`src/rtl/bkcd_pkg.sv`:
```
// Package with the shared constants and types of the brightness-keyed colour delta table.
package bkcd_pkg;

  localparam int CHANNEL_MAX_DEF = 255;
  localparam int CH_W = 8;
  localparam int SUM_W = 10;
  localparam int DELTA_W = 9;
  localparam int WORD_W = 64;
  localparam int WIDX_W = 6;

  localparam logic [1:0] OP_TRAIN = 2'd0;
  localparam logic [1:0] OP_APPLY = 2'd1;
  localparam logic [1:0] OP_CLEAR = 2'd2;

  typedef struct packed {
    logic [1:0]      op;
    logic [SUM_W-1:0] sum;
    logic [CH_W-1:0] s_r;
    logic [CH_W-1:0] s_g;
    logic [CH_W-1:0] s_b;
    logic [CH_W-1:0] t_r;
    logic [CH_W-1:0] t_g;
    logic [CH_W-1:0] t_b;
  } cmd_t;

endpackage

```
`src/rtl/bkcd_front.sv`:
```
// Front end: takes items, drops unknown ops, sums r+g+b and queues commands for back end.
module bkcd_front (
  input  logic                 clk,
  input  logic                 rst_n,
  input  logic                 in_push,
  output logic                 in_full,
  input  logic [1:0]           in_operation,
  input  logic [7:0]           in_src_red,
  input  logic [7:0]           in_src_green,
  input  logic [7:0]           in_src_blue,
  input  logic [7:0]           in_tgt_red,
  input  logic [7:0]           in_tgt_green,
  input  logic [7:0]           in_tgt_blue,
  output logic                 cmd_valid,
  output bkcd_pkg::cmd_t       cmd,
  input  logic                 cmd_take
);
  import bkcd_pkg::*;

  cmd_t       q_r [2];
  logic [1:0] cnt_r;
  logic       wp_r, rp_r;
  logic       push_ok, drop;
  cmd_t       c_in;

  always_comb begin
    c_in.op = in_operation;
    c_in.sum = SUM_W'(in_src_red) + SUM_W'(in_src_green) + SUM_W'(in_src_blue);
    c_in.s_r = in_src_red;
    c_in.s_g = in_src_green;
    c_in.s_b = in_src_blue;
    c_in.t_r = in_tgt_red;
    c_in.t_g = in_tgt_green;
    c_in.t_b = in_tgt_blue;
  end

  assign in_full   = (cnt_r == 2'd2);
  assign drop      = (in_operation != OP_TRAIN) && (in_operation != OP_APPLY) &&
                     (in_operation != OP_CLEAR);
  assign push_ok   = in_push && !in_full && !drop;
  assign cmd_valid = (cnt_r != 2'd0);
  assign cmd       = q_r[rp_r];

  always_ff @(posedge clk) begin
    if (push_ok) begin
      q_r[wp_r] <= c_in;
    end
    if (!rst_n) begin
      cnt_r <= 2'd0;
      wp_r  <= 1'b0;
      rp_r  <= 1'b0;
    end else begin
      if (push_ok) wp_r <= !wp_r;
      if (cmd_take) rp_r <= !rp_r;
      cnt_r <= cnt_r + {1'b0, push_ok} - {1'b0, cmd_take};
    end
  end
endmodule

```
`config.mk`:
```
export PLATFORM = sky130hd
export DESIGN_NAME = bkcd_front
export DESIGN_NICKNAME = d
export VERILOG_FILES = /design/src/rtl/bkcd_pkg.sv /design/src/rtl/bkcd_front.sv
export SDC_FILE = /design/constraint.sdc
export NUM_CORES = 1
export LEC_CHECK = 0
export BUFFER_PORTS_ARGS = -buffer_cell sky130_fd_sc_hd__buf_2
export CAP_MARGIN = 20
export CORE_AREA = 3 3 119 144
export DETAILED_ROUTE_END_ITERATION = 10
export DIE_AREA = 0 0 122 147
export PLACE_DENSITY = 0.6
export SLEW_MARGIN = 15
export SYNTH_ARGS = -nofsm -noshare
export SYNTH_HDL_FRONTEND = slang
export SYNTH_SLANG_ARGS = --single-unit
```
`constraint.sdc`:
```
create_clock -name clk -period 3.45 [get_ports clk]
set_input_delay 0.1725 -clock clk [delete_from_list [all_inputs] [get_ports clk]]
set_output_delay 0.1725 -clock clk [all_outputs]
set_load 0.01 [all_outputs]
```
==> results.ini <==
[setup_path]
critical_path_class=input pin to register
setup.worst_path.start_class=input pin
arrival_ps=2820
cp_top_family=adder cells
crit_path_max_incr_delay_ps=530
worst-path-buf-inv=2
crit_path_cell_trace=dlygate4sd3_1 > buf_2 > fa_1 > ha_1 > fa_1 > a21oi_1 > o21ai_0 > a211oi_1 > a21oi_1
cp-end-kind=register
crit_fanout=3
reg2reg_from=cnt_r[0]$_SDFF_PN0_
cp.required_ps=3590
crit_path_start=in_src_red[1]
worst_path_max_delay_cell=dlygate4sd3_1

[power]
p_comb_share_pct=16.7
power_frac_seq_pct=45.1
powerDensity_nw_per_um2=611.6
internal_power_uw=3248
ir_drop_v=0.0002923
netSwitchingPower_uw=995.8
swShare_pct=23.47
clkPwrFrac_pct=38.2
power_leakage_uw=0.002631

[clocking]
path_clk_slew_ps=50
cts_setup_buffers=0
clock_path_buffers=2
root_buffer=clkbuf_16
cts_tree=done
cts_sinks=125
clkLatencyLatePin_ps=400
h-tree-depth=4
numCtsBuffers=17

[global_routing]
gr-total-overflow=0
grt_usage_pct=11.61
grt_pass1_vias=3074
grt_first_pass_wirelength_um=15610
grt_max_degree=44
antenna_found_initial=0

[status]
status=complete, no violations

[sta]
setup-tns-final_ps=0
hold_viol=0
grt_setup_unrepaired=no
fmax_ghz=0.3730
skew_ps=5.742
maxSlewViolCount=0
setup_viol_count_final=0
tightest_slew_ps=604.1
relSlewSlack_pct=59.63
min_period_ps=2681
holdWs_ps=27.07
timing.final.crit_share_pct=77.70

[die]
die_height_um=147
initial_core_util_pct=31.98
dieArea_sq_um=17930
core-area_sq_um=15700
rows=50
chipWidth_um=122
boundaryPins=116

[yosys]
avgSynthCellArea_sq_um=19.24
synth_seq_area_share_pct=73.74
ys_types=24
yosysTopAreaCell=edfxtp_1
syn_area_sq_um=5022
ys_warn_count=0
synth_cells=261
ys_top_cells_by_area=edfxtp_1 (72%), mux2_2 (13%), fa_1 (3.6%)
synth_top_area_share_pct=71.75
synth_seq_cells=125
synth_fp_nets=333

[min_path]
hp-class=input pin to register
hold_start=rst_n

[route]
drc=0
wire_per_inst_um=14.98
drt-initial-drc-count=143
routed_wl_um=9885
drtAntennaViolNets=0
first_pass_iters=6
routed_via_density=4.352
vias=2872

[placement]
dpl.hpwl_um=6412
port_buffers=115
gp_congestion=0.6768

[cells_and_area]
fin_nets=513
drive_above_1_share_pct=46.46
regArea_sq_um=3705
multiInputGateArea_sq_um=1255
most-common-layout-cells=edfxtp_1 (120), buf_2 (115), mux2_2 (60)
antenna_cells=0
final_common_cell=edfxtp_1
fillers=1417
area.growth.synth_to_final_pct=38.14

[flow_run]
drv_cap=0

area by class of cell:
class | count | area share [%]
multi-input cells | 117 | 18.09
repair buffers | 168 | 16.38
inverters | 12 | 0.6492
clock buffers | 20 | 6.294
flip-flops and latches | 125 | 53.40
well taps | 208 | 3.751
clock inverters | 10 | 1.443
worst reg2reg max path: cells and delay by family (launching register included):
kind | cells | cell delay [ps]
simple gates | 3 | 870
buf+inv | 1 | 340
flops | 1 | 330
kinds of logic (layout without fill, tap and decap cells):
logic type / Yosys count / in the layout / share of synthesized area, %
DFF: 125 / 125 / 73.74
muxes: 60 / 60 / 13.45
buffers and inverters: 19 / 210 / 1.569
adders and majority gates: 18 / 18 / 5.830
AOI/OAI and AO/OA: 18 / 18 / 2.342
and+or+nand+nor: 13 / 13 / 1.669
xor gates and xnor gates: 8 / 8 / 1.395
routing by layer:
| metal | vias up | GRT usage [%] | part of all wire, % |
|---|---|---|---|
| li1 | 1356 | - | - |
| met2 | 77 | 19.44 | 53 |
| met3 | 16 | 4.929 | 5.7 |
| met5 | - | 0 | 0 |
| met4 | 0 | 5.437 | 2.6 |
| met1 | 1423 | 12.66 | 39 |
power groups by stage:
stage          registers, uW  logic, uW  clock network (uW)
2_1_floorplan           1930        422                   0
3_3_place_gp            1940        677                   0
3_5_place_dp            1950        685                   0
4_1_cts                 1920        735                1680
5_1_grt                 1930        793                1750
6_report                1910        709                1620
timing repair:
item	in CTS	in global routing
hold buffers	50	0
gates resized for setup	0	0
hold endpoints to repair	100	0
registers in the layout, indices dropped and copies added (netlist names), named ones only:
name	flops
cnt_r	2
wp_r	1
q_r	120
rp_r	1
final timing paths:
| kind | endpoint | slack (ps) | cells past startpoint |
|---|---|---|---|
| min | cnt_r[0]$_SDFF_PN0_ | 30 | 2 |
| max reg2reg | q_r[0][13]$_DFFE_PP_ | 1550 | 4 |
| min reg2reg | register | 580 | 2 |
| max | q_r[0][55]$_DFFE_PP_ | 770 | 9 |
per-stage QoR:
stage / utilization [%] / std cells / setup slack (ps) / total power (uW) / cell area, sq um
global placement: 37.58 / 580 / 993.7 / 2612 / 5901
detailed placement: 37.58 / 580 / 984.5 / 2631 / 5901
floorplan: - / 261 / 727.6 / 2349 / 5027
CTS: 44.18 / 660 / 810.9 / 4331 / 6938
finish: 44.18 / 660 / 769.2 / 4243 / 6938
global route: 44.18 / 660 / 624.3 / 4472 / 6938
synth_stat cells:
master	number
nand3b_4	1
o21a_1	2
xor2_1	4
o21ai_0	3
xnor2_1	4
o211ai_1	1
dfxtp_1	5
edfxtp_1	120
ha_1	9
fa_1	9
nand2_1	2
clkbuf_1	1
a211oi_1	1
and2b_1	1
or2_2	1
a21oi_1	7
inv_1	12
a211oi_2	2
nor2_1	3
and2_1	5
a21o_1	1
buf_2	6
mux2_2	60
o21ai_1	1
(Power assumes the default switching activity.)
